### src/rtl/sltbl_pkg.sv
// sltbl_pkg: constants, types and codes shared by the sorted leaf key table
// depends on nothing
package sltbl_pkg;

  localparam int Capacity = 64;
  localparam int Slots    = Capacity + 1;
  localparam int CntW     = $clog2(Slots + 1);

  typedef logic [1:0]  opcode_t;
  typedef logic [1:0]  status_t;
  typedef logic [31:0] key_t;
  typedef logic [30:0] id_t;
  typedef logic [6:0]  pos_t;
  typedef logic [CntW-1:0] cnt_t;

  localparam opcode_t OP_INSERT = 2'd0;
  localparam opcode_t OP_LOCATE = 2'd1;
  localparam opcode_t OP_READ   = 2'd2;
  localparam opcode_t OP_SPLIT  = 2'd3;

  localparam status_t ST_OK      = 2'd0;
  localparam status_t ST_FULL    = 2'd1;
  localparam status_t ST_MISSING = 2'd2;

  typedef struct packed {
    key_t key;
    id_t  page;
    id_t  slot;
  } entry_t;

  // per-cell control broadcast from the sequencer
  typedef struct packed {
    logic   shift_ins;  // insert: cells at or after pos take left neighbor or new entry
    logic   shift_out;  // split drain: cells at or after pos take their right neighbor
    cnt_t   pos;
    entry_t new_entry;
  } cell_ctl_t;

  typedef enum logic [1:0] {
    S_IDLE,
    S_EXEC,
    S_SKIP,
    S_DRAIN
  } state_t;

endpackage

### src/rtl/sltbl_cell.sv
// sltbl_cell: one entry of the table, with its compare against the search key
// depends on sltbl_pkg
module sltbl_cell (
  input  logic                  clk,
  input  sltbl_pkg::cnt_t       my_idx,
  input  sltbl_pkg::cell_ctl_t  ctl,
  input  sltbl_pkg::entry_t     left_entry,
  input  sltbl_pkg::entry_t     right_entry,
  input  sltbl_pkg::key_t       search_key,
  output sltbl_pkg::entry_t     entry,
  output logic                  less
);

  sltbl_pkg::entry_t entry_r;

  assign entry = entry_r;
  assign less  = $signed(entry_r.key) < $signed(search_key);

  always_ff @(posedge clk) begin
    if (ctl.shift_ins) begin
      if (my_idx == ctl.pos) begin
        entry_r <= ctl.new_entry;
      end else if (my_idx > ctl.pos) begin
        entry_r <= left_entry;
      end
    end else if (ctl.shift_out && my_idx >= ctl.pos) begin
      entry_r <= right_entry;
    end
  end

endmodule

### config.mk
export PLATFORM = sky130hd
export DESIGN_NAME = sltbl_cell
export DESIGN_NICKNAME = d
export VERILOG_FILES = /design/src/rtl/sltbl_pkg.sv /design/src/rtl/sltbl_cell.sv
export SDC_FILE = /design/constraint.sdc
export NUM_CORES = 1
export LEC_CHECK = 0
export BUFFER_PORTS_ARGS = -buffer_cell sky130_fd_sc_hd__buf_2
export CELL_PAD_IN_SITES_DETAIL_PLACEMENT = 0
export CELL_PAD_IN_SITES_GLOBAL_PLACEMENT = 1
export CORE_AREA = 2 2 165 167
export CTS_BUF_LIST = sky130_fd_sc_hd__clkbuf_2 sky130_fd_sc_hd__clkbuf_4 sky130_fd_sc_hd__clkbuf_8
export CTS_CLUSTER_SIZE = 12
export DETAILED_ROUTE_END_ITERATION = 6
export DIE_AREA = 0 0 167 169
export PLACE_DENSITY = 0.76
export SYNTH_ARGS = -nofsm -noshare
export SYNTH_HDL_FRONTEND = slang
export SYNTH_SLANG_ARGS = --single-unit
### constraint.sdc
create_clock -name clk -period 7.55 [get_ports clk]
set_input_delay 1.51 -clock clk [delete_from_list [all_inputs] [get_ports clk]]
set_output_delay 1.51 -clock clk [all_outputs]
set_load 0.01 [all_outputs]
* After elaboration in Yosys (flattened, before gate mapping)
Cells that the tools add are included.
Storage, ports and cells: register bits after elaboration 94, bits in latches 0, RAM bits 0, memory bits (read-only) 0, input bits 331, output and inout bits 95, word-level logic and storage cells 15, memories kept 0
Operators by class: add/sub/neg operators 0, multipliers 0, divide/modulo/power cells 0, $lt $le $gt $ge 3, equal/unequal tests 2, shifts and indexed selects 0, mux-type cells 4, bitwise gates (word level) 0, reductions and logical operators 3
Operator list (number):
- 2-to-1 mux 94 bit | 4
- less-than comparator 32 bit | 1
- == test 7 bit | 1
- greater-or-equal comparator 7 bit | 1
- greater-than comparator 7 bit | 1
- inequality test 3 x 1 -> 1 bit, second input constant | 1
- AND reduction 2 bit | 1
- nonzero test 2 bit | 1
- logical AND 1 bit | 1

* Depth between registers and ports, before layout
Gate-level depths: netlist of the first run.
depth in word-level cells 4, gate-level depth with buffers 8, mapped depth without buffers 8

* Worst setup path before layout of the first run
OpenSTA, ideal clock, no wires.
kind input port to flip-flop, from input ctl[97] (netlist bit), to register entry_r (netlist bit entry[0]) (enable), setup time 0.578 ns, arrival 6.954 ns, data required time 6.972 ns, slack 0.018 ns, stages on the path 7, path buffers 1, path through inv_1 -> ha_1 -> nand4_1 -> nor2_1 -> buf_2 -> a2111oi_0 -> a21oi_1
On the way: word-level cells in the longest chain between the ends 4, elaborated cells on any way between the ends 7, classes of those cells order compare (2); eq/ne (2); reduce/logical (3)
Ends and longest elaborated chain:
- from (decl) | RTL line sltbl_cell.sv:6 | input sltbl_pkg::cell_ctl_t ctl,
- greater-or-equal comparator 7 bit | RTL line sltbl_cell.sv:26 | end else if (ctl.shift_out && my_idx >= ctl.pos) begin
- logical AND 1 bit | RTL line sltbl_cell.sv:26
- nonzero test 2 bit (no line)
- AND reduction 2 bit (no line) *
- to (signal assigned) | RTL line sltbl_cell.sv:22 | entry_r <= ctl.new_entry;
- to (signal assigned) | RTL line sltbl_cell.sv:24 | entry_r <= left_entry;
- to (signal assigned) | RTL line sltbl_cell.sv:27 | entry_r <= right_entry;
- to (decl) | RTL line sltbl_cell.sv:14 | sltbl_pkg::entry_t entry_r;
Every way passes the cells marked *; elsewhere a longest branch is shown, timed or not. A chain may end at the register's enable or synchronous reset.

* Final worst setup path of the first run
from input search_key[2], to output less
On the way: word-level cells in the longest chain between the ends 1
Ends and longest elaborated chain:
- from (decl) | RTL line sltbl_cell.sv:9 | input sltbl_pkg::key_t search_key,
- less-than comparator 32 bit | RTL line sltbl_cell.sv:17 | assign less = $signed(entry_r.key) < $signed(search_key);
- to (decl) | RTL line sltbl_cell.sv:11 | output logic less
Every way passes these cells.

==> impl_metrics.yaml, run 1 <==
run_status:
  status: "completed"
grt:
  grt_max_degree: 91
  overflow: 0
  grtUsageMet1_pct: 15.31
  busiest_layer: "met2"
  grt_pass1_wl_um: 28350
  antenna_found_initial: 1
  use_met2_pct: 23.28
  grt_use_met3_pct: 3.110
  grt_pass1_vias: 5298
  track_usage_pct: 12.93
worst_setup_path:
  critical_path_required_ps: 6040
  criticalPathCategory: "input pin to primary output"
  worstPathMaxFanout: 2
  arrival_ps: 3490
  startpoint_type: "input pin"
  end_kind: "primary output"
  path_cells: "buf_2 > inv_1 > ha_1 > a211o_1 > a31oi_1 > o221ai_2 > a2111oi_2 > o21ai_1 > mux2i_1 > buf_2"
  crit_slowest_cell: "a2111oi_2"
  crit_path_frequent_cell: "buf_2"
  slowest_delay_ps: 440
die:
  num_rows: 60
  die_h_um: 169
  fp.coreArea_um2: 26500
  die_area_um2: 28220
  die_width_um: 167
  io_pins: 426
  start_util_pct: 21.51
sta:
  worst_pin_slew_ps: 926.5
  relSlewSlack_pct: 38.24
  tns_ps: 0
  holdWs_ps: 1450
  max_freq_mhz: 200.0
  fin_crit_sh_pct: 66.22
  setup-violations-final: 0
  finalMaxSlewViolations: 0
  finalCriticalPeriod_ps: 5000
  final_hold_viol_count: 0
  rsz0062_at_grt: "no"
synth:
  netlist_instances: 540
  avgSynthCellArea_um2: 10.55
  yosysWarnings: 0
  async_reset_ff_share_pct: 0
  synth-main-ff-cell: "edfxtp_1"
  synth_area_um2: 5699
  synth-seq-area-share_pct: 49.53
  synth_nets: 909
  synth_edf_count: 94
  ys_ff_latch: 94
  yosysUniqueCellTypes: 31
cts:
  hold_buffers: 0
  cts_sinks: 94
  postCtsResizedCells: 0
  cts_made_buffers: 9
  clock_path_buffers: 2
  cts_max_level: 3
  cts_setup_buffers: 0
  root_buffer: "clkbuf_8"
  cts_tree: "yes"
  clkTransAtPathRegs_ps: 110
routing:
  drt-total-wl_um: 19260
  drc: 0
  drtPass1Iterations: 4
  ant_nets: 0
  routedWlPerCell_um: 14.86
  vias_per_cell: 4.209
  vias: 5455
  drt_iter0_markers: 221
pwr:
  total_power_uw: 1399
  p_int_uw: 961.5
  power_frac_comb_pct: 27.9
  p_sw_share_pct: 31.26
  p_clk_share_pct: 22.4
  p_per_area_nw_per_um2: 167.6
  p_leak_uw: 0.003785
  pwr-share-seq_pct: 49.8
  ir_drop_v: 0.00006834
  p_sw_uw: 437.3
worst_hold_path:
  hold_path_depth: 3
  worst_hold_startpoint: "right_entry[21]"
  hold_path_end: "entry[21]$_DFFE_PP_"
  hp-class: "input pin to register"
final_layout:
  syn2layout_area_growth_pct: 46.43
  nFillCells: 2831
  largest_reg_flops: 94
  stdcell_count: 1296
  fin_nets: 1320
  drive_above_1_share_pct: 46.91
  layout_common_cells: "424 x buf_2, 104 x a21oi_1, 97 x nor2_1, 95 x mux2i_1, 94 x edfxtp_1"
  final_common_cell: "buf_2"
  diodes: 0
flow_run:
  maxCapViolCount: 0
placement:
  io_buffer_count: 425
  place.gp.congestion: 0.7968
  dp_hpwl_um: 15760
  dp_cells: 1281
==> cell usage after synthesis (2+ instances only) <==
cell type / n / area, µm²
buf_2: 5 / 25.02
inv_1: 38 / 142.6
edfxtp_1: 94 / 2823
nand3_1: 5 / 25.02
nor2_1: 98 / 367.9
clkbuf_1: 21 / 78.83
nand4_1: 5 / 31.28
o21ai_0: 2 / 10.01
o21a_1: 3 / 22.52
o21ai_1: 2 / 10.01
a21o_1: 4 / 30.03
a21oi_1: 105 / 525.5
nand2_1: 5 / 18.77
buf_4: 5 / 37.54
mux2i_1: 95 / 950.9
ha_1: 38 / 475.5
==> layout make-up <==
type                            instances  area [µm²]  area share [%]
Clock buffer                            9       123.9           1.484
Timing Repair Buffer                  431        2178           26.10
Sequential cell                        94        2823           33.82
Inverter                               38       142.6           1.709
Tap cell                              341       426.7           5.112
Multi-Input combinational cell        377        2611           31.29
Clock inverter                          6       40.04          0.4798
==> kinds of logic after synthesis <==
family,share of synthesized area [%]
flops,49.53
fa+ha+maj,8.343
simple gates,8.518
compound gates,11.94
buf+inv,4.984
mux,16.68
==> through the flow <==
stage	worst slack (ps)	cell area (µm²)	util [%]
after floorplan	18.22	5699	-
after global placement	2432	8182	30.87
after detailed placement	2481	8182	30.87
after CTS	2454	8346	31.49
after global routing	2392	8346	31.49
final	2550	8346	31.49
==> worst max path at each step <==
stage                     cells after the start                  to           from  slack, ps
after detailed placement                     10                less  search_key[2]       2480
after global placement                       10                less  search_key[2]       2430
final                                        10                less  search_key[2]       2550
after floorplan                               7  entry[0]$_DFFE_PP_        ctl[97]         20
after global routing                         10                less  search_key[2]       2390
after CTS                                    10                less  search_key[2]       2450
==> metal layers <==
| layer | vias to the layer above | share of wire [%] |
|---|---|---|
| met5 | - | 0.067 |
| met4 | 2 | 1.2 |
| met3 | 11 | 6.9 |
| met2 | 243 | 51 |
| met1 | 2421 | 41 |
| li1 | 2778 | - |
==> power by group through the flow <==
stage,Combinational (µW),Sequential [µW],Clock (µW)
final,390,696,313
after detailed placement,397,710,0
after global placement,395,705,0
after CTS,398,699,339
after global routing,433,705,354
after floorplan,140,754,0
==> worst max-delay path: cells and delay by family <==
| kind | cells | cell delay [ps] |
|---|---|---|
| AO/OA/AOI/OAI | 5 | 1230 |
| multiplexers | 1 | 170 |
| buffers and inverters | 3 | 270 |
| adder cells (fa/ha/maj) | 1 | 300 |
Note: power is estimated with default switching activity, not from simulation.
==> run 2, diff against run 1 <==
ABC_AREA = 1   (was unset)
CORE_AREA = 2 2 164 166   (was 2 2 165 167)
DIE_AREA = 0 0 166 168   (was 0 0 167 169)
PLACE_DENSITY = 0.77   (was 0.76)
clock period = 4.9 ns   (was 7.55 ns; I/O delays follow)
==> run 2 against run 1 <==
First-iteration DRC count up 16%. Clock power increased by 60%. Non-clock buffer count grew 1. Synthesized area hardly changed. Cell count increased by 9.7%. Critical path depth up 2. Die area down 1.2%. Global-route usage is 1.8 points higher. Worst hold slack got worse by 520 ps. Largest power group unchanged.
==> impl_metrics.yaml, run 2 <==
run_status:
  status: "completed"
cts:
  cts_setup_buffers: 0
  cts_tree: "yes"
  root_buffer: "clkbuf_8"
  cts_made_buffers: 9
  postCtsResizedCells: 0
  cts_max_level: 3
  cts_sinks: 94
  clkTransAtPathRegs_ps: 110
  clock_path_buffers: 2
  hold_buffers: 0
worst_setup_path:
  critical-path-top-delay-family: "simple AND/OR/NAND/NOR gates"
  crit_path_frequent_cell: "nand2_1"
  startpoint_type: "input pin"
  path_cells: "buf_2 > inv_1 > ha_1 > nand2_1 > nor2_1 > nand4_1 > nor4_1 > nand2_1 > nand2_1 > nand2_1 > nand2_1 > buf_2"
  critical_path_required_ps: 3920
  arrival_ps: 2370
  criticalPathCategory: "input pin to primary output"
  crit_slowest_cell: "ha_1"
  end_kind: "primary output"
  slowest_delay_ps: 330
  worstPathMaxFanout: 4
  path_buf_inv: 3
grt:
  overflow: 0
  track_usage_pct: 14.74
  grt_pass1_wl_um: 32350
  antenna_found_initial: 0
  grt_max_degree: 119
  grt_pass1_vias: 6039
pwr:
  p_int_uw: 1503
  ir_drop_v: 0.00009437
  p_sw_share_pct: 31.52
  p_leak_uw: 0.004154
  power_frac_comb_pct: 28.1
  p_clk_share_pct: 22.8
  p_sw_uw: 692.1
  p_per_area_nw_per_um2: 264.6
  pwr-share-seq_pct: 49.1
final_layout:
  stdcell_count: 1422
  diodes: 0
  syn2layout_area_growth_pct: 45.64
  fin_nets: 1445
  final_common_cell: "buf_2"
  layout_common_cells: "424 x buf_2, 219 x nand2_1, 99 x nor2_1, 94 x a31oi_1, 94 x edfxtp_1"
  largest_reg_flops: 94
  drive_above_1_share_pct: 41.63
synth:
  synth_top_cell_area_share_pct: 49.55
  async_reset_ff_share_pct: 0
  avgSynthCellArea_um2: 8.452
  yosysWarnings: 0
  synth-seq-area-share_pct: 49.55
  netlist_instances: 674
  synth.most_common_cell: "nand2_1"
  synth_top_area_cell: "edfxtp_1"
  synth_edf_count: 94
  synth_area_um2: 5697
  yosysUniqueCellTypes: 23
  synthTopCellsByArea: "edfxtp_1 50%, nand2_1 14%, a31oi_1 10%, ha_1 8.3%, nor2_1 6.5%"
  synth-main-ff-cell: "edfxtp_1"
  synth_nets: 1043
  synth.cells.most_frequent: "219 x nand2_1, 99 x nor2_1, 94 x a31oi_1, 94 x edfxtp_1, 50 x inv_1"
  ys_ff_latch: 94
die:
  die_width_um: 166
  io_pins: 426
  die_area_um2: 27890
  die_h_um: 168
  num_rows: 60
  start_util_pct: 21.62
  fp.coreArea_um2: 26350
routing:
  ant_nets: 0
  drt-total-wl_um: 21280
  routedWlPerCell_um: 14.96
  drt_iter0_markers: 256
  drc: 0
  drtPass1Iterations: 4
  vias_per_cell: 4.320
  vias: 6143
placement:
  dp_cells: 1406
  place.gp.congestion: 0.8472
  dp_hpwl_um: 16630
  io_buffer_count: 425
sta:
  setup-violations-final: 0
  worst_pin_slew_ps: 606.4
  relSlewSlack_pct: 59.57
  holdWs_ps: 932.3
  finalMaxSlewViolations: 0
  finalCriticalPeriod_ps: 3350
  rsz0062_at_grt: "no"
  fin_crit_sh_pct: 68.37
  tns_ps: 0
  max_freq_mhz: 298.5
  final_hold_viol_count: 0
flow_run:
  maxCapViolCount: 0
worst_hold_path:
  hp-class: "input pin to register"
run 2: metrics by stage:
stage / area [µm²] / power, µW / util [%] / setup slack (ps)
floorplan: 5697 / 1384 / - / 719.5
detailed placement: 8123 / 1727 / 30.83 / 1545
global placement: 8123 / 1719 / 30.83 / 1571
CTS: 8297 / 2249 / 31.49 / 1542
finish: 8297 / 2195 / 31.49 / 1550
global route: 8297 / 2342 / 31.49 / 1258
run 2: logic make-up after synthesis:
kind of cell	share of synthesized area [%]
AOI/OAI and AO/OA	12.94
adders and majority gates	8.346
buffers and inverters	7.226
DFF	49.55
and+or+nand+nor	21.94
run 2: layout make-up:
| type | count | area, µm² |
|---|---|---|
| Fill cell | 2883 | 18050 |
| Sequential cell | 94 | 2823 |
| Multi-Input combinational cell | 488 | 2467 |
| Timing Repair Buffer | 432 | 2211 |
| Tap cell | 341 | 426.7 |
| Inverter | 51 | 195.2 |
| Clock buffer | 11 | 138.9 |
| Clock inverter | 5 | 35.03 |
run 2: final timing paths:
path	endpoint	depth (start not counted)	startpoint
max	less	12	search_key[31]
min	entry[26]$_DFFE_PP_	3	right_entry[26]
run 2: per-layer routing:
layer  global-route usage [%]  up-vias  wire, µm
li1                         -     3105         -
met4                    5.822        0       516
met5                        0        -         0
met1                    17.65     2745      8790
met2                    25.73      263     10550
met3                    3.291       30      1425
run 2: power by group through the flow:
stage	registers (µW)	clock network, µW	logic, µW
final	1080	500	617
after global routing	1090	556	692
after CTS	1080	537	630
after detailed placement	1100	0	628
after global placement	1090	0	624
after floorplan	1160	0	220
==> run 3, diff against run 2 <==
PLACE_DENSITY = 0.79   (was 0.77)
clock period = 3.08 ns   (was 4.9 ns; I/O delays follow)
==> run 3 against run 2 <==
Core utilization rose by 0.73 points. Non-clock buffer count up 1. Global-route usage decreased by 0.26 points. Sequential share of layout area decreased by 0.77 points. Combinational power increased by 62%. Count of clock-buffer cells in the layout fell by 1.
==> impl_metrics.yaml, run 3 (same netlist as run 2, synthesis figures left out) <==
die:
  die_h_um: 168
  start_util_pct: 21.62
  die_area_um2: 27890
  io_pins: 426
  die_width_um: 166
  fp.coreArea_um2: 26350
  num_rows: 60
cts:
  root_buffer: "clkbuf_8"
  cts_sinks: 94
  cts_setup_buffers: 0
  clkTransAtPathRegs_ps: 100
  cts_max_level: 3
  clock_path_buffers: 2
  cts_tree: "yes"
  hold_buffers: 0
  cts_made_buffers: 9
  postCtsResizedCells: 0
worst_setup_path:
  crit_slowest_cell: "edfxtp_1"
  worstPathMaxFanout: 4
  criticalPathCategory: "register to primary output"
  crit_cells: 10
  critical-path-top-delay-family: "simple AND/OR/NAND/NOR gates"
  slowest_delay_ps: 410
  arrival_ps: 2070
  end_kind: "primary output"
  critical_path_required_ps: 2460
  crit_path_frequent_cell: "nand2_1"
  path_buf_inv: 1
  startpoint_type: "register"
  path_cells: "ha_1 > nand2_1 > nor2_1 > nand4_1 > nor4_1 > nand2_1 > nand2_1 > nand2_1 > nand2_1 > buf_2"
sta:
  finalMaxSlewViolations: 0
  max_freq_mhz: 372.5
  worst_pin_slew_ps: 479.0
  holdWs_ps: 576.6
  final_hold_viol_count: 0
  relSlewSlack_pct: 68.07
  rsz0062_at_grt: "no"
  setup-violations-final: 0
  tns_ps: 0
  finalCriticalPeriod_ps: 2685
  fin_crit_sh_pct: 87.16
routing:
  drtPass1Iterations: 5
  ant_nets: 0
  vias_per_cell: 4.376
  drt_iter0_markers: 304
  vias: 6218
  routedWlPerCell_um: 15.06
  drc: 0
  drt-total-wl_um: 21400
pwr:
  ir_drop_v: 0.0001956
  p_per_area_nw_per_um2: 437.7
  p_leak_uw: 0.004190
grt:
  grt_max_degree: 117
  grt_pass1_wl_um: 31600
  track_usage_pct: 14.47
  grt_pass1_vias: 5859
  antenna_found_initial: 1
  overflow: 0
final_layout:
  drive_above_1_share_pct: 43.06
  syn2layout_area_growth_pct: 49.00
  fin_nets: 1446
  layout_common_cells: "424 x buf_2, 219 x nand2_1, 98 x nor2_1, 94 x a31oi_1, 94 x edfxtp_1"
  stdcell_count: 1421
  diodes: 0
  largest_reg_flops: 94
  final_common_cell: "buf_2"
placement:
  dp_hpwl_um: 17210
  io_buffer_count: 425
  dp_cells: 1407
  place.gp.congestion: 0.8854
worst_hold_path:
  hp-class: "input pin to register"
  hold_path_depth: 3
flow_run:
  maxCapViolCount: 0
run_status:
  status: "completed"
[run 3: cell count changes in the layout (fill, tap and decap cells not counted), moves of 2 or more]
cell and delta:
buf_12 +2, inv_2 +3, ha_4 +6, bufinv_16 +3, inv_1 -5, ha_1 -6
[run 3: power by group]
group / internal (µW) / switching [µW] / leakage, µW
Clock: 541 / 450 / 0.000112
Sequential: 1650 / 75.8 / 0.000906
Combinational: 449 / 554 / 0.00317
Total: 2630 / 1080 / 0.00419
[run 3: worst paths after layout]
check	startpoint	slack [ps]	to
setup / recovery	entry[93]$_DFFE_PP_	400	less
hold / removal	right_entry[91]	580	entry[91]$_DFFE_PP_
[run 3: layout make-up]
cell class                 count  area, µm²
fill                        2869      17860
tap                          341      426.7
clock buffer                  10      131.4
timing repair buffer         433       2243
sequential                    94       2823
multi-input combinational    488       2560
inverter                      51      206.4
clock inverter                 4      97.59
[run 3: worst min-delay path, stage by stage]
cell and delay [ps]:
buf_2 70, nor2_1 30, a31oi_1 120
[run 3: routing by layer]
| metal | part of all wire, % | routed length (µm) | track usage, % |
|---|---|---|---|
| met4 | 2.1 | 460 | 4.915 |
| met2 | 49 | 10520 | 25.38 |
| met1 | 41 | 8782 | 17.20 |
| met3 | 7.6 | 1625 | 3.785 |
| met5 | 0.051 | 11 | 0 |
[run 3: per-stage QoR]
step | power (µW) | setup slack [ps] | area, µm² | utilization, %
floorplan | 2212 | -111.6 | 5812 | -
global placement | 2756 | 465.3 | 8259 | 31.34
detailed placement | 2768 | 386.0 | 8259 | 31.34
CTS | 3786 | 327.4 | 8488 | 32.21
global route | 3946 | 164.0 | 8488 | 32.21
finish | 3715 | 395.5 | 8488 | 32.21
